### src/sv/alarm_clock_menu_controller_assert.svh
// Assertion macros for the alarm clock menu controller.
// Used by the top level only; needs nothing else.
`ifndef ALARM_CLOCK_MENU_CONTROLLER_ASSERT_SVH
`define ALARM_CLOCK_MENU_CONTROLLER_ASSERT_SVH

// Condition that must hold at every clock edge out of reset.
`define ACMC_ASSERT_ALWAYS(label, clk, rst_n, cond, msg) \
  label: assert property (@(posedge clk) disable iff (!rst_n) (cond)) else $error(msg);

// Consequent that must hold in the same cycle as the antecedent.
`define ACMC_ASSERT_IMPLIES(label, clk, rst_n, ante, cons, msg) \
  label: assert property (@(posedge clk) disable iff (!rst_n) (ante) |-> (cons)) \
    else $error(msg);

`endif

### src/sv/acmc_pkg.sv
// Package for the alarm clock menu controller: item types, state codes,
// fixed-point scaling constants and the day wrap helper. No dependencies.
`timescale 1ns / 1ps

package acmc_pkg;

  typedef enum logic [2:0] {
    StHome  = 3'd0,
    StArmed = 3'd1,
    StRing  = 3'd2,
    StMenu  = 3'd3,
    StClkH  = 3'd4,
    StClkM  = 3'd5,
    StAlmH  = 3'd6,
    StAlmM  = 3'd7
  } state_e;

  typedef enum logic [1:0] {
    EvNone = 2'd0,
    EvOne  = 2'd1,
    EvTwo  = 2'd2,
    EvTone = 2'd3
  } event_e;

  localparam logic [16:0] DaySeconds = 17'd86400;
  localparam logic [16:0] SecPerHour = 17'd3600;
  localparam logic [16:0] SecPerMin  = 17'd60;
  localparam logic [10:0] MinPerHour = 11'd60;
  localparam logic [9:0]  KnobHalf   = 10'd512;

  // knob*23/1000 and knob*59/1000 as one multiply by a rounded-up reciprocal;
  // the error stays below the 1/1000 step, so the floor is exact
  localparam logic [20:0] KnobHourMul = 21'd771752;
  localparam logic [20:0] KnobMinMul  = 21'd1979712;
  localparam int unsigned KnobShift   = 25;

  // cur/3600 and cur/60 for cur below one day, same technique
  localparam logic [17:0] Div3600Mul   = 18'd149131;
  localparam int unsigned Div3600Shift = 29;
  localparam logic [17:0] Div60Mul     = 18'd139811;
  localparam int unsigned Div60Shift   = 23;

  localparam int unsigned QDepth = 2;
  localparam int unsigned QPtrW  = $clog2(QDepth);
  localparam int unsigned QCntW  = $clog2(QDepth + 1);

  typedef struct packed {
    logic [1:0]  mode;
    logic [9:0]  knob_sample;
    logic [16:0] uptime_second;
  } acmc_in_t;

  typedef struct packed {
    logic [2:0] state_code;
    logic [4:0] clock_hour;
    logic [5:0] clock_minute;
    logic [4:0] alarm_hour_out;
    logic [5:0] alarm_minute_out;
    logic       armed;
    logic       tone_on;
    logic [5:0] knob_value;
  } acmc_out_t;

  // result fields settled by the front end
  typedef struct packed {
    logic [2:0] state_code;
    logic [4:0] alarm_hour;
    logic [5:0] alarm_minute;
    logic       armed;
    logic       tone_on;
    logic [5:0] knob_value;
  } acmc_info_t;

  // item handed from front to back through the queue
  typedef struct packed {
    acmc_info_t  info;
    logic [16:0] up_mod;
    logic [16:0] offset;
  } acmc_rec_t;

  // reduce a sum of two values below one day into the day
  function automatic logic [16:0] wrap_day(input logic [17:0] sum);
    logic [17:0] diff;
    diff = sum - 18'(DaySeconds);
    return (sum >= 18'(DaySeconds)) ? diff[16:0] : sum[16:0];
  endfunction

  function automatic logic [4:0] knob_hour(input logic [9:0] knob);
    logic [30:0] prod;
    prod = 31'(knob) * 31'(KnobHourMul);
    return 5'(prod >> KnobShift);
  endfunction

  function automatic logic [5:0] knob_minute(input logic [9:0] knob);
    logic [30:0] prod;
    prod = 31'(knob) * 31'(KnobMinMul);
    return 6'(prod >> KnobShift);
  endfunction

endpackage

### src/sv/acmc_front.sv
// Front end of the alarm clock menu controller: accepts events, runs the
// menu state machine and the settings registers. Depends on acmc_pkg.
`timescale 1ns / 1ps

module acmc_front (
  input  logic                clk_i,
  input  logic                rst_ni,
  input  logic                in_valid_i,
  output logic                in_ready_o,
  input  acmc_pkg::acmc_in_t  in_item_i,
  input  logic                q_ready_i,
  output logic                push_o,
  output acmc_pkg::acmc_rec_t rec_o
);

  acmc_pkg::state_e state_q, state_d;
  logic [16:0] offset_q, offset_d;
  logic [4:0]  set_hour_q, set_hour_d;
  logic [4:0]  alarm_hour_q, alarm_hour_d;
  logic [5:0]  alarm_min_q, alarm_min_d;
  logic [16:0] alarm_sec_q, alarm_sec_d;
  logic        armed_q, armed_d;

  logic             accept;
  acmc_pkg::event_e ev;
  logic [4:0]       hr;
  logic [5:0]       mn;
  logic             choice;
  logic [16:0]      up_mod;
  logic [16:0]      cur_now;
  logic             alarm_hit;
  logic [16:0]      offset_commit;
  logic [16:0]      alarm_commit;
  logic [5:0]       knob_val;

  assign in_ready_o = q_ready_i;
  assign accept     = in_valid_i && q_ready_i;
  assign push_o     = accept;

  assign ev     = acmc_pkg::event_e'(in_item_i.mode);
  assign hr     = acmc_pkg::knob_hour(in_item_i.knob_sample);
  assign mn     = acmc_pkg::knob_minute(in_item_i.knob_sample);
  assign choice = (in_item_i.knob_sample >= acmc_pkg::KnobHalf);

  assign up_mod    = acmc_pkg::wrap_day({1'b0, in_item_i.uptime_second});
  assign cur_now   = acmc_pkg::wrap_day(18'(up_mod) + 18'(offset_q));
  // an alarm second of a full day never matches, as cur_now stays below it
  assign alarm_hit = (alarm_sec_q == cur_now);

  assign offset_commit = acmc_pkg::wrap_day(18'(set_hour_q) * 18'(acmc_pkg::SecPerHour)
                                            + 18'(mn) * 18'(acmc_pkg::SecPerMin));
  assign alarm_commit  = 17'(17'(alarm_hour_q) * acmc_pkg::SecPerHour
                             + 17'(mn) * acmc_pkg::SecPerMin);

  // next state
  always_comb begin
    state_d = state_q;
    if (accept) begin
      unique case (state_q)
        acmc_pkg::StHome: begin
          unique case (ev)
            acmc_pkg::EvOne: state_d = acmc_pkg::StMenu;
            acmc_pkg::EvTwo: state_d = acmc_pkg::StArmed;
            default:         state_d = acmc_pkg::StHome;
          endcase
        end
        acmc_pkg::StArmed: begin
          priority if (ev == acmc_pkg::EvTwo) state_d = acmc_pkg::StHome;
          else if (alarm_hit || ev == acmc_pkg::EvTone) state_d = acmc_pkg::StRing;
          else if (ev == acmc_pkg::EvOne) state_d = acmc_pkg::StMenu;
          else state_d = acmc_pkg::StArmed;
        end
        acmc_pkg::StRing: begin
          unique case (ev)
            acmc_pkg::EvOne: state_d = acmc_pkg::StArmed;
            acmc_pkg::EvTwo: state_d = acmc_pkg::StHome;
            default:         state_d = acmc_pkg::StRing;
          endcase
        end
        acmc_pkg::StMenu: begin
          unique case (ev)
            acmc_pkg::EvOne:  state_d = choice ? acmc_pkg::StAlmH : acmc_pkg::StClkH;
            acmc_pkg::EvTwo:  state_d = acmc_pkg::StHome;
            acmc_pkg::EvTone: state_d = acmc_pkg::StRing;
            default:          state_d = acmc_pkg::StMenu;
          endcase
        end
        acmc_pkg::StClkH: begin
          unique case (ev)
            acmc_pkg::EvOne: state_d = acmc_pkg::StClkM;
            acmc_pkg::EvTwo: state_d = acmc_pkg::StMenu;
            default:         state_d = acmc_pkg::StClkH;
          endcase
        end
        acmc_pkg::StClkM: begin
          unique case (ev)
            acmc_pkg::EvOne, acmc_pkg::EvTwo: state_d = acmc_pkg::StHome;
            default:                          state_d = acmc_pkg::StClkM;
          endcase
        end
        acmc_pkg::StAlmH: begin
          unique case (ev)
            acmc_pkg::EvOne: state_d = acmc_pkg::StAlmM;
            acmc_pkg::EvTwo: state_d = acmc_pkg::StMenu;
            default:         state_d = acmc_pkg::StAlmH;
          endcase
        end
        acmc_pkg::StAlmM: begin
          unique case (ev)
            acmc_pkg::EvOne: state_d = acmc_pkg::StHome;
            acmc_pkg::EvTwo: state_d = acmc_pkg::StAlmH;
            default:         state_d = acmc_pkg::StAlmM;
          endcase
        end
      endcase
    end
  end

  // settings updates and scaled knob of the screen handling the event
  always_comb begin
    armed_d      = armed_q;
    set_hour_d   = set_hour_q;
    offset_d     = offset_q;
    alarm_hour_d = alarm_hour_q;
    alarm_min_d  = alarm_min_q;
    alarm_sec_d  = alarm_sec_q;
    knob_val     = '0;
    unique case (state_q)
      acmc_pkg::StHome: begin
        if (accept && ev == acmc_pkg::EvTwo) armed_d = 1'b1;
      end
      acmc_pkg::StArmed, acmc_pkg::StRing: begin
        if (accept && ev == acmc_pkg::EvTwo) armed_d = 1'b0;
      end
      acmc_pkg::StMenu: begin
        knob_val = {5'd0, choice};
      end
      acmc_pkg::StClkH: begin
        knob_val = {1'b0, hr};
        if (accept && ev == acmc_pkg::EvOne) set_hour_d = hr;
      end
      acmc_pkg::StClkM: begin
        knob_val = mn;
        if (accept && ev == acmc_pkg::EvOne) offset_d = offset_commit;
      end
      acmc_pkg::StAlmH: begin
        knob_val = {1'b0, hr};
        if (accept && ev == acmc_pkg::EvOne) alarm_hour_d = hr;
      end
      acmc_pkg::StAlmM: begin
        knob_val = mn;
        if (accept && ev == acmc_pkg::EvOne) begin
          alarm_min_d = mn;
          alarm_sec_d = alarm_commit;
        end
      end
    endcase
  end

  always_ff @(posedge clk_i or negedge rst_ni) begin
    if (!rst_ni) begin
      state_q      <= acmc_pkg::StHome;
      offset_q     <= '0;
      set_hour_q   <= '0;
      alarm_hour_q <= '0;
      alarm_min_q  <= '0;
      alarm_sec_q  <= '0;
      armed_q      <= 1'b0;
    end else begin
      state_q      <= state_d;
      offset_q     <= offset_d;
      set_hour_q   <= set_hour_d;
      alarm_hour_q <= alarm_hour_d;
      alarm_min_q  <= alarm_min_d;
      alarm_sec_q  <= alarm_sec_d;
      armed_q      <= armed_d;
    end
  end

  always_comb begin
    rec_o.info.state_code   = state_d;
    rec_o.info.alarm_hour   = alarm_hour_d;
    rec_o.info.alarm_minute = alarm_min_d;
    rec_o.info.armed        = armed_d;
    rec_o.info.tone_on      = (state_d == acmc_pkg::StRing);
    rec_o.info.knob_value   = knob_val;
    rec_o.up_mod            = up_mod;
    rec_o.offset            = offset_d;
  end

endmodule

### src/sv/acmc_fifo.sv
// Short item queue between front and back end of the alarm clock menu
// controller. Depends on acmc_pkg for the item type and depth.
`timescale 1ns / 1ps

module acmc_fifo (
  input  logic                clk_i,
  input  logic                rst_ni,
  input  logic                push_i,
  input  acmc_pkg::acmc_rec_t rec_i,
  output logic                ready_o,
  input  logic                pop_i,
  output logic                valid_o,
  output acmc_pkg::acmc_rec_t rec_o
);

  acmc_pkg::acmc_rec_t              mem_q [acmc_pkg::QDepth];
  logic [acmc_pkg::QPtrW-1:0]       wr_ptr_q, wr_ptr_d;
  logic [acmc_pkg::QPtrW-1:0]       rd_ptr_q, rd_ptr_d;
  logic [acmc_pkg::QCntW-1:0]       count_q, count_d;

  assign ready_o = (count_q != acmc_pkg::QCntW'(acmc_pkg::QDepth));
  assign valid_o = (count_q != '0);
  assign rec_o   = mem_q[rd_ptr_q];

  // pointers wrap naturally, the depth being a power of two
  always_comb begin
    wr_ptr_d = push_i ? wr_ptr_q + 1'b1 : wr_ptr_q;
    rd_ptr_d = pop_i ? rd_ptr_q + 1'b1 : rd_ptr_q;
    count_d  = count_q + acmc_pkg::QCntW'(push_i) - acmc_pkg::QCntW'(pop_i);
  end

  always_ff @(posedge clk_i or negedge rst_ni) begin
    if (!rst_ni) begin
      wr_ptr_q <= '0;
      rd_ptr_q <= '0;
      count_q  <= '0;
    end else begin
      wr_ptr_q <= wr_ptr_d;
      rd_ptr_q <= rd_ptr_d;
      count_q  <= count_d;
    end
  end

  always_ff @(posedge clk_i) begin
    if (push_i) begin
      mem_q[wr_ptr_q] <= rec_i;
    end
  end

endmodule

### src/sv/acmc_back.sv
// Back end of the alarm clock menu controller: three-stage pipeline that
// forms the clock time of day and the result item. Depends on acmc_pkg.
`timescale 1ns / 1ps

module acmc_back (
  input  logic                clk_i,
  input  logic                rst_ni,
  input  logic                q_valid_i,
  input  acmc_pkg::acmc_rec_t q_rec_i,
  output logic                q_pop_o,
  output logic                out_valid_o,
  input  logic                out_ready_i,
  output acmc_pkg::acmc_out_t out_item_o
);

  typedef struct packed {
    acmc_pkg::acmc_info_t info;
    logic [16:0]          cur;
  } s1_t;

  typedef struct packed {
    acmc_pkg::acmc_info_t info;
    logic [4:0]           hour;
    logic [10:0]          q60;
  } s2_t;

  s1_t                 s1_q, s1_d;
  s2_t                 s2_q, s2_d;
  acmc_pkg::acmc_out_t s3_q, s3_d;
  logic                v1_q, v2_q, v3_q;
  logic                en1, en2, en3;
  logic [34:0]         prod_h, prod_m;
  logic [10:0]         min_full;

  // a stage loads when it is empty or its contents move on
  assign en3     = !v3_q || out_ready_i;
  assign en2     = !v2_q || en3;
  assign en1     = !v1_q || en2;
  assign q_pop_o = q_valid_i && en1;

  assign out_valid_o = v3_q;
  assign out_item_o  = s3_q;

  always_comb begin
    s1_d.info = q_rec_i.info;
    s1_d.cur  = acmc_pkg::wrap_day(18'(q_rec_i.up_mod) + 18'(q_rec_i.offset));
  end

  always_comb begin
    prod_h    = 35'(s1_q.cur) * 35'(acmc_pkg::Div3600Mul);
    prod_m    = 35'(s1_q.cur) * 35'(acmc_pkg::Div60Mul);
    s2_d.info = s1_q.info;
    s2_d.hour = 5'(prod_h >> acmc_pkg::Div3600Shift);
    s2_d.q60  = 11'(prod_m >> acmc_pkg::Div60Shift);
  end

  always_comb begin
    min_full              = s2_q.q60 - 11'(s2_q.hour) * acmc_pkg::MinPerHour;
    s3_d.state_code       = s2_q.info.state_code;
    s3_d.clock_hour       = s2_q.hour;
    s3_d.clock_minute     = min_full[5:0];
    s3_d.alarm_hour_out   = s2_q.info.alarm_hour;
    s3_d.alarm_minute_out = s2_q.info.alarm_minute;
    s3_d.armed            = s2_q.info.armed;
    s3_d.tone_on          = s2_q.info.tone_on;
    s3_d.knob_value       = s2_q.info.knob_value;
  end

  always_ff @(posedge clk_i or negedge rst_ni) begin
    if (!rst_ni) begin
      v1_q <= 1'b0;
      v2_q <= 1'b0;
      v3_q <= 1'b0;
    end else begin
      if (en1) v1_q <= q_valid_i;
      if (en2) v2_q <= v1_q;
      if (en3) v3_q <= v2_q;
    end
  end

  always_ff @(posedge clk_i) begin
    if (en1) s1_q <= s1_d;
    if (en2) s2_q <= s2_d;
    if (en3) s3_q <= s3_d;
  end

endmodule

### src/sv/alarm_clock_menu_controller.sv
// Alarm clock menu controller (RTL top level).
// Depends on acmc_pkg, acmc_front, acmc_fifo, acmc_back and the assertion header.
//
// Usage:
//   Input channel (in_valid_i / in_ready_o / in_item_i): one event per item,
//   with the knob reading and the uptime second taken at that event.
//   Output channel (out_valid_o / out_ready_i / out_item_o): one result item
//   for every input item, in order: menu state, clock time, alarm setting,
//   armed flag, tone drive and the scaled knob value.
//   Throughput: one item per cycle while out_ready_i stays high; the menu state
//   machine decides each event in the cycle it is accepted.
//   Path: an accepted item is written to the queue, then passes the pipeline
//   stages in order: the first forms the time of day, the second runs the two
//   reciprocal multiplies, the third splits hours from minutes.
//   Stall: when out_ready_i is low the result pipeline holds; the two-entry
//   queue behind the front end keeps taking items until it fills, and
//   in_ready_o then drops.
//   Reset: the menu returns to home, offset, alarm and armed flag clear, and
//   the queue and pipeline empty; items are taken from the first cycle on.
`timescale 1ns / 1ps
`include "alarm_clock_menu_controller_assert.svh"

module alarm_clock_menu_controller (
  input  logic                clk_i,
  input  logic                rst_ni,
  input  logic                in_valid_i,
  output logic                in_ready_o,
  input  acmc_pkg::acmc_in_t  in_item_i,
  output logic                out_valid_o,
  input  logic                out_ready_i,
  output acmc_pkg::acmc_out_t out_item_o
);

  logic                push;
  acmc_pkg::acmc_rec_t push_rec;
  logic                q_ready;
  logic                q_valid;
  logic                q_pop;
  acmc_pkg::acmc_rec_t q_rec;

  acmc_front u_front (
    .clk_i      (clk_i),
    .rst_ni     (rst_ni),
    .in_valid_i (in_valid_i),
    .in_ready_o (in_ready_o),
    .in_item_i  (in_item_i),
    .q_ready_i  (q_ready),
    .push_o     (push),
    .rec_o      (push_rec)
  );

  acmc_fifo u_fifo (
    .clk_i   (clk_i),
    .rst_ni  (rst_ni),
    .push_i  (push),
    .rec_i   (push_rec),
    .ready_o (q_ready),
    .pop_i   (q_pop),
    .valid_o (q_valid),
    .rec_o   (q_rec)
  );

  acmc_back u_back (
    .clk_i       (clk_i),
    .rst_ni      (rst_ni),
    .q_valid_i   (q_valid),
    .q_rec_i     (q_rec),
    .q_pop_o     (q_pop),
    .out_valid_o (out_valid_o),
    .out_ready_i (out_ready_i),
    .out_item_o  (out_item_o)
  );

  `ACMC_ASSERT_IMPLIES(a_push_in_day, clk_i, rst_ni, push,
    (push_rec.offset < acmc_pkg::DaySeconds) && (push_rec.up_mod < acmc_pkg::DaySeconds),
    "queued item holds a time beyond one day")
  `ACMC_ASSERT_IMPLIES(a_out_time_range, clk_i, rst_ni, out_valid_o,
    (out_item_o.clock_hour <= 5'd23) && (out_item_o.clock_minute <= 6'd59),
    "clock time out of range")
  `ACMC_ASSERT_IMPLIES(a_tone_matches_state, clk_i, rst_ni, out_valid_o,
    out_item_o.tone_on == (out_item_o.state_code == acmc_pkg::StRing),
    "tone drive disagrees with ringing state")
  `ACMC_ASSERT_ALWAYS(a_pop_needs_item, clk_i, rst_ni, !q_pop || q_valid,
    "back end popped an empty queue")

endmodule
### config.mk
export PLATFORM = sky130hd
export DESIGN_NAME = alarm_clock_menu_controller
export DESIGN_NICKNAME = d
export VERILOG_FILES = /design/src/sv/acmc_pkg.sv /design/src/sv/acmc_front.sv /design/src/sv/acmc_fifo.sv /design/src/sv/acmc_back.sv /design/src/sv/alarm_clock_menu_controller.sv
export VERILOG_INCLUDE_DIRS = /design/src /design/src/sv
export SDC_FILE = /design/constraint.sdc
export NUM_CORES = 1
export LEC_CHECK = 0
export BUFFER_PORTS_ARGS = -buffer_cell sky130_fd_sc_hd__buf_2
export CAP_MARGIN = 20
export CELL_PAD_IN_SITES_DETAIL_PLACEMENT = 0
export CELL_PAD_IN_SITES_GLOBAL_PLACEMENT = 1
export CORE_MARGIN = 1.5
export CORE_UTILIZATION = 50
export CTS_BUF_LIST = sky130_fd_sc_hd__clkbuf_8
export CTS_CLUSTER_SIZE = 10
export DETAILED_ROUTE_END_ITERATION = 12
export PLACE_DENSITY_LB_ADDON = 0.1
export SETUP_SLACK_MARGIN = 0.1
export SYNTH_ARGS = -nofsm -noshare
export SYNTH_HDL_FRONTEND = slang
export SYNTH_SLANG_ARGS = --single-unit
### constraint.sdc
create_clock -name clk_i -period 7.29 [get_ports clk_i]
set_input_delay 0.3645 -clock clk_i [delete_from_list [all_inputs] [get_ports clk_i]]
set_output_delay 0.3645 -clock clk_i [all_outputs]
set_load 0.03 [all_outputs]
After elaboration in Yosys (flattened, before gate mapping). Memory sizes are Yosys's and may differ from the RTL's. Cells that the tools add are included.

Memory bits (writable): 112. Output and inout bits: 35. Bits of input ports: 33. Bits in registers: 166. Memories kept: 1.

Reductions and logical operators: 19. Multipliers: 9. Magnitude comparators: 5. Equality and inequality tests: 13. Muxes and demuxes: 29. Add/subtract/negate cells: 13.

Memory list: u_fifo.mem_q (depth 2, bits a word 56, rd ports 1, clocked after memory_dff 0, write ports 1, line acmc_fifo.sv:16) `acmc_pkg::acmc_rec_t mem_q [acmc_pkg::QDepth];`.

Operator list (number): $mux 17 (6); $sub 17x17->17 const B (4); $ge 18x17->1 const B (3); $add 17x17->18 (2); $mul 17x18->34 const B (1); $mul 17x18->29 const B (1); $mul 10x17->27 const B (1); $mul 5x8->13 const B (2); $mul 10x15->25 const B (1); $pmux 3 s8 (1); $mul 6x4->10 const B (2); $add 17x12->18 (1); $pmux 3 s2 (3); $pmux 6 s3 (1); $add 17x12->17 (1); $eq 17x17->1 (1); $ge 17x17->1 const B (1); $eq 3x3->1 const B (4); $mux 3 (4); $mux 6 (2); $ge 10x10->1 const B (1); $mux 5 (2); $eq 3x2->1 const B (3); $pmux 3 s3 (1); other kinds (20) (39).

Depth between registers and ports, before layout. Gate-level depths: netlist of run 1.

Word-level depth: 12. Depth in mapped cells: 42.

By module. A second synthesis of run 1 with hierarchy kept.

Cells, all modules: 2246. Area total of the unflattened synthesis: 25309.3 sq um.

By module, submodules not included: acmc_back (area an instance 11194.5 sq um, seq. area each 3228.1 sq um, times used 1, cells an instance 971); acmc_front (area an instance 9754.4 sq um, seq. area each 1301.2 sq um, times used 1, cells an instance 1086); acmc_fifo (area an instance 4360.4 sq um, seq. area each 3463.3 sq um, times used 1, cells an instance 189).

Worst setup path after synthesis of run 1. OpenSTA, ideal clock, no wires.

Path type: input-to-reg. From: input in_item_i[21] (netlist name). To: memory u_fifo.mem_q[0][10] (netlist name), data pin. Stages on the path: 42. Arrival: 8.961 ns. Required time: 7.015 ns. Slack: -1.946 ns. Path through: ha_1 -> inv_1 -> fa_1 -> inv_1 -> fa_1 -> inv_1 -> fa_1 -> inv_1 -> fa_1 -> ha_1 -> a21o_1 -> a21o_1 -> a21o_1 -> a21o_1 -> nor3_1 -> o21ai_0 -> a31oi_1 -> nor2b_1 -> [6 not listed] -> ha_1 -> a21o_1 -> a21oi_1 -> o21bai_1 -> a21oi_1 -> o21bai_1 -> a21oi_1 -> xnor2_1 -> ha_1 -> nor2_1 -> nor2_1 -> o21ai_1 -> or3b_1 -> a21o_1 -> a2111oi_4 -> nor3b_2 -> xnor2_1 -> o21ai_1.

RTL lines: from (decl) (line alarm_clock_menu_controller.sv:28) `input acmc_pkg::acmc_in_t in_item_i,`; to (decl) (line acmc_fifo.sv:16).

==> results of run 1 <==
==> worst paths after layout <==
| path | endpoint | slack, ns | cells past startpoint |
|---|---|---|---|
| max reg2reg | u_back.s2_q[15] | 0.92 | 20 |
| min | u_fifo.mem_q[1][23] | 0.05 | 1 |
| max | u_fifo.mem_q[1][15] | -1.39 | 44 |
| min in group asynchronous | u_front.offset_q[16] | 0.46 | 3 |
| max in group asynchronous | u_fifo.rd_ptr_q | 6.22 | 3 |
| min reg2reg | u_back.out_item_o[5] | 0.39 | 0 |
==> metal layers <==
layer / vias up / global-route usage, %
met2: 220 / 38.8
met1: 7847 / 28.3
li1: 7988 / -
met4: 2 / 7.43
met5: - / 0
met3: 92 / 3.21
==> logic make-up after synthesis <==
group	Yosys count	share of synthesized area [%]
fa+ha+maj	634	37.9
buf+inv	363	5.57
compound gates	319	8.98
simple gates	291	6.02
flops	276	32.7
xor+xnor	141	5.31
mux	78	3.57
==> layout by cell type (no fill, tap or decap), types with 49 or more instances in the layout <==
cell	n
nor2_1	50
buf_4	200
edfxtp_1	217
clkbuf_8	55
buf_2	64
ha_1	442
a21o_1	49
a21oi_1	65
fa_1	169
dfrtp_1	58
inv_1	344
mux2_2	73
nand2_1	80
xnor2_1	94
==> through the flow <==
| step | setup slack [ns] | util, % |
|---|---|---|
| final | -1.39 | 59.6 |
| after global routing | -1.74 | 59.6 |
| after CTS | -1.36 | 59.4 |
| after detailed placement | -2.13 | 56.0 |
| after global placement | -1.87 | 56.0 |
| after floorplan | -1.60 | - |
==> cell usage after synthesis (19+ instances only) <==
cell,number
clkbuf_1,19
o21ai_0,50
ha_1,457
nand3_1,20
nor3_1,26
a21o_1,49
mux2_2,73
nor2_1,55
xnor2_1,103
inv_1,341
a21oi_1,78
nand2_1,82
fa_1,177
dfrtp_1,59
xor2_1,33
edfxtp_1,217
==> cell type report <==
class	count	area [um2]
clock buffer	55	757
fill	4045	19400
timing repair buffer	281	2030
tap	615	769
inverter	342	1290
multi-input combinational	1463	15600
sequential	276	7990
clock inverter	33	236
==> repair_timing <==
| action | 4_1_cts | 5_1_grt |
|---|---|---|
| hold buffers | 4 | 0 |
| gates cloned | 0 | 0 |
| gates resized for setup | 49 | 34 |
| endpoints found under the setup margin | 38 | 46 |
| endpoints found under the hold margin | 65 | 0 |
| pin swaps | 55 | 62 |
| setup buffers | 49 | 13 |
==> worst register-to-register path: stages, from the launching register on <==
cell,delay (ns)
edfxtp_1,0.58
ha_1,0.35
fa_1,0.49
inv_1,0.06
fa_1,0.53
inv_1,0.06
fa_1,0.51
fa_1,0.52
fa_1,0.49
ha_1,0.33
a21o_1,0.16
a21o_1,0.16
a21o_1,0.16
a21o_1,0.17
a211o_1,0.28
a221oi_1,0.43
nor2b_1,0.14
o211ai_1,0.28
a21oi_1,0.15
o21ai_0,0.23
xnor2_1,0.09
==> registers in the layout, indices dropped and copies added (netlist names), 2 cells and up <==
register / flops
u_back.s1_q: 39
u_fifo.mem_q: 112
u_front.alarm_sec_q: 15
u_back.s2_q: 33
u_front.offset_q: 17
u_front.alarm_min_q: 6
u_back.out_item_o: 33
u_front.alarm_hour_q: 5
u_front.state_q: 3
u_fifo.count_q: 2
u_front.set_hour_q: 5
==> flow_summary.json, run 1 <==
{
  "status": "finished with violations",
  "rsz0062_at_grt": "true",
  "grt_pass1_vias": 16800,
  "htreeDepth": 2,
  "grt-ovfl-total": 0,
  "ys_warn_count": 0,
  "fp.dieH_um": 224,
  "final_area_mm2": 0.0287,
  "ys_ff_latch": 276,
  "numCtsBuffers": 47,
  "met3_length_um": 1700,
  "wl_per_cell_um": 17.6,
  "drcViolationCount": 0,
  "synthCells": 2102,
  "postRouteAntennaNets": 0,
  "avgSynthCellArea_um2": 11.6,
  "tightest_slew_ns": 0.902,
  "crit_type": "input pin to register",
  "setup_violations": 37,
  "initial_utilization_pct": 50.9,
  "wl_met1_um": 23600,
  "synth_cell_types": 79,
  "synth_nets": 2769,
  "arrival_ns": 9.01,
  "drv_slew": 0,
  "max_freq_ghz": 0.115,
  "fin_ws_ns": -1.39,
  "avgViaCountPerCell": 5.27,
  "dieWidth_um": 224,
  "finalNetCount": 3078,
  "clk_transition_reported_paths_ns": 0.06,
  "grtUsageTotal_pct": 22.2,
  "worstPathRequired_ns": 7.62,
  "pin_count": 68,
  "slowest_delay_ns": 0.53,
  "clk-insertion-delay-late_ns": 0.63,
  "startpoint_type": "input pin",
  "timing.rr.start": "u_back.s1_q[14]",
  "end_kind": "register",
  "slowest_stage": "fa_1",
  "period_needed_ns": 8.68,
  "row_count": 80,
  "firstDrtPassIters": 7,
  "placed_area_mm2": 0.0269,
  "grt_pass1_wl_um": 86400,
  "synth-main-ff-cell": "edfxtp_1",
  "first_iter_violations": 692,
  "syn_area_mm2": 0.0245,
  "synth_edf_count": 217,
  "die_area_mm2": 0.0502,
  "grt_max_degree": 60,
  "cts_tree": "yes",
  "detailed_place_hpwl_um": 43600,
  "slew_headroom_pct": 39.8,
  "critPathBufInv": 9,
  "num_vias": 16100,
  "yosysTopAreaCell": "edfxtp_1",
  "synth_top_area_share_pct": 26.6,
  "violations": "setup timing",
  "finalWirelength_um": 53900,
  "dr_wl_met2_um": 27000,
  "cts_sinks": 276,
  "ys_seq_area_share_pct": 32.7,
  "port_buffers": 67,
  "period_share_pct": 119,
  "min_from": "in_item_i[6]",
  "worstSetupStartpoint": "in_item_i[21]",
  "cpMostUsedCell": "a21o_1",
  "cp_top_family": "adder cells",
  "skew_ns": 0.0608,
  "hold_violations": 0,
  "antenna_cells": 0,
  "final.setup.tns_ns": -40.73,
  "gp_congestion": 0.894,
  "synth_area_leaders": "edfxtp_1 (27%), ha_1 (23%), fa_1 (14%)",
  "finalHoldWorstSlack_ns": 0.0456,
  "final-instance-count-excl-fill": 3065,
  "clockBufferDepth": 3,
  "area_growth_pct": 17.2,
  "cts_root_buf": "clkbuf_8",
  "core_area_mm2": 0.0480,
  "routed.top_layer": "met5",
  "crit_fanout": 8,
  "dp_cells": 2930,
  "maxCapViolCount": 0,
  "antenna_found_initial": 1,
  "synthArstFlopShare_pct": 21.4,
  "drive_above_1_share_pct": 21.9,
  "hp-class": "input pin to register"
}
Power of run 1 is left out: the tool's default activity adds up to more than one toggle a clock period on the data nets, which glitch-free logic cannot reach.
==> run 2, diff against run 1 <==
--- a/config.mk
+++ b/config.mk
@@ -6,7 +6,7 @@
 export SDC_FILE = /design/constraint.sdc
 export NUM_CORES = 1
 export LEC_CHECK = 0
-export BUFFER_PORTS_ARGS = -buffer_cell sky130_fd_sc_hd__buf_2
+export BUFFER_PORTS_ARGS = -buffer_cell sky130_fd_sc_hd__buf_4
 export CAP_MARGIN = 20
 export CELL_PAD_IN_SITES_DETAIL_PLACEMENT = 0
 export CELL_PAD_IN_SITES_GLOBAL_PLACEMENT = 1
@@ -17,6 +17,7 @@
 export DETAILED_ROUTE_END_ITERATION = 12
 export PLACE_DENSITY_LB_ADDON = 0.1
 export SETUP_SLACK_MARGIN = 0.1
+export SKIP_LAST_GASP = 1
 export SYNTH_ARGS = -nofsm -noshare
 export SYNTH_HDL_FRONTEND = slang
 export SYNTH_SLANG_ARGS = --single-unit
==> flow_summary.json, run 2 (synthesized netlist as in run 1, its figures left out) <==
{
  "status": "finished with violations",
  "violations": "setup timing",
  "clockBufferDepth": 3,
  "pin_count": 68,
  "slowest_stage": "fa_2",
  "drv_slew": 0,
  "cts_sinks": 276,
  "clk_transition_reported_paths_ns": 0.07,
  "rsz0062_at_grt": "true",
  "worstPathRequired_ns": 7.64,
  "grt-ovfl-total": 0,
  "detailed_place_hpwl_um": 43800,
  "layout_common_cells": "ha_1 (439), inv_1 (342), buf_4 (231)",
  "grtUsageTotal_pct": 22.0,
  "final-instance-count-excl-fill": 3030,
  "core_area_mm2": 0.0480,
  "seqCellArea_mm2": 0.00799,
  "reg2reg_depth": 20,
  "end_kind": "register",
  "htreeDepth": 2,
  "avgViaCountPerCell": 5.26,
  "firstDrtPassIters": 5,
  "numCtsBuffers": 46,
  "dieWidth_um": 224,
  "startpoint_type": "input pin",
  "cts_root_buf": "clkbuf_8",
  "drive_above_1_share_pct": 20.8,
  "slew_headroom_pct": 32.2,
  "grt_max_degree": 60,
  "max_freq_ghz": 0.118,
  "cpMostUsedCell": "a21o_1",
  "crit_type": "input pin to register",
  "tightest_slew_ns": 1.02,
  "num_vias": 15900,
  "slowest_delay_ns": 0.55,
  "finalWirelength_um": 53700,
  "initial_utilization_pct": 50.9,
  "grt_pass1_vias": 16700,
  "hold_violations": 0,
  "dp_cells": 2920,
  "area_growth_pct": 16.9,
  "finalNetCount": 3045,
  "die_area_mm2": 0.0502,
  "largest_reg_flops": 112,
  "wl_per_cell_um": 17.7,
  "row_count": 80,
  "period_share_pct": 117,
  "multi_input_area_mm2": 0.0156,
  "fp.dieH_um": 224,
  "timing.rr.start": "u_back.s1_q[15]",
  "reg2reg_setup_slack_ns": 0.94,
  "finalHoldWorstSlack_ns": 0.147,
  "fin_ws_ns": -1.20,
  "min_path_cells": 2,
  "period_needed_ns": 8.49,
  "hp-class": "input pin to register",
  "top_regs": "u_fifo.mem_q x112, u_back.s1_q x39",
  "cts_tree": "yes",
  "final_common_cell": "ha_1",
  "first_iter_violations": 667,
  "top_register": "u_fifo.mem_q",
  "port_buffers": 67,
  "drcViolationCount": 0,
  "postRouteAntennaNets": 0,
  "arrival_ns": 8.84,
  "fillers": 4065,
  "antenna_found_initial": 0,
  "setup_violations": 36,
  "gp_congestion": 0.888,
  "skew_ns": 0.0367,
  "crit_fanout": 4,
  "clk-insertion-delay-late_ns": 0.62,
  "antenna_cells": 0,
  "maxCapViolCount": 0,
  "min_from": "in_item_i[15]",
  "grt_pass1_wl_um": 85800,
  "worstSetupStartpoint": "in_item_i[23]"
}
-- run 2: final cells by class --
type / instances / area share (%)
clock buffers: 54 / 2.60
clock inverters: 31 / 0.762
inverters: 342 / 4.52
multi-input cells: 1463 / 54.7
flip-flops and latches: 276 / 28.0
well taps: 615 / 2.69
repair buffers: 249 / 6.80
-- run 2: final timing paths --
kind,to
worst min-delay path,u_fifo.mem_q[0][32]
worst min register to register,u_back.s2_q[37]
min in group asynchronous,u_front.offset_q[16]
worst max register to register,u_back.s2_q[13]
worst max-delay path,u_fifo.mem_q[0][7]
max in group asynchronous,u_fifo.rd_ptr_q
-- run 2: per-layer routing --
metal,share of wire (%),global-route usage (%)
met1,45,28.3
met2,50,38.8
met3,2.4,2.75
met4,2.4,6.21
met5,0,0
-- run 2: worst max-delay path: cells and delay by family --
kind | cells | cell delay, ns
compound gates | 15 | 2.93
xor+xnor | 2 | 0.27
fa+ha+maj | 10 | 4.00
buf+inv | 11 | 0.83
simple gates | 3 | 0.45
-- run 2: repair_timing --
action,CTS,global route
setup endpoints to repair,37,38
cloned,1,0
buffers inserted,8,8
hold buffers,8,0
pin swaps,41,37
gates resized for setup,37,40
hold endpoints to repair,73,0
-- run 2: metrics by stage --
step | instance area (um2) | utilization [%] | TNS (ns) | setup slack, ns
floorplan | 24600 | - | -43.56 | -1.60
global placement | 27000 | 56.2 | -58.66 | -1.85
detailed placement | 27000 | 56.2 | -64.24 | -1.99
CTS | 28300 | 58.8 | -33.61 | -1.21
global route | 28600 | 59.5 | -46.61 | -1.52
finish | 28600 | 59.5 | -34.57 | -1.20
Power of run 2 is left out for the same reason.
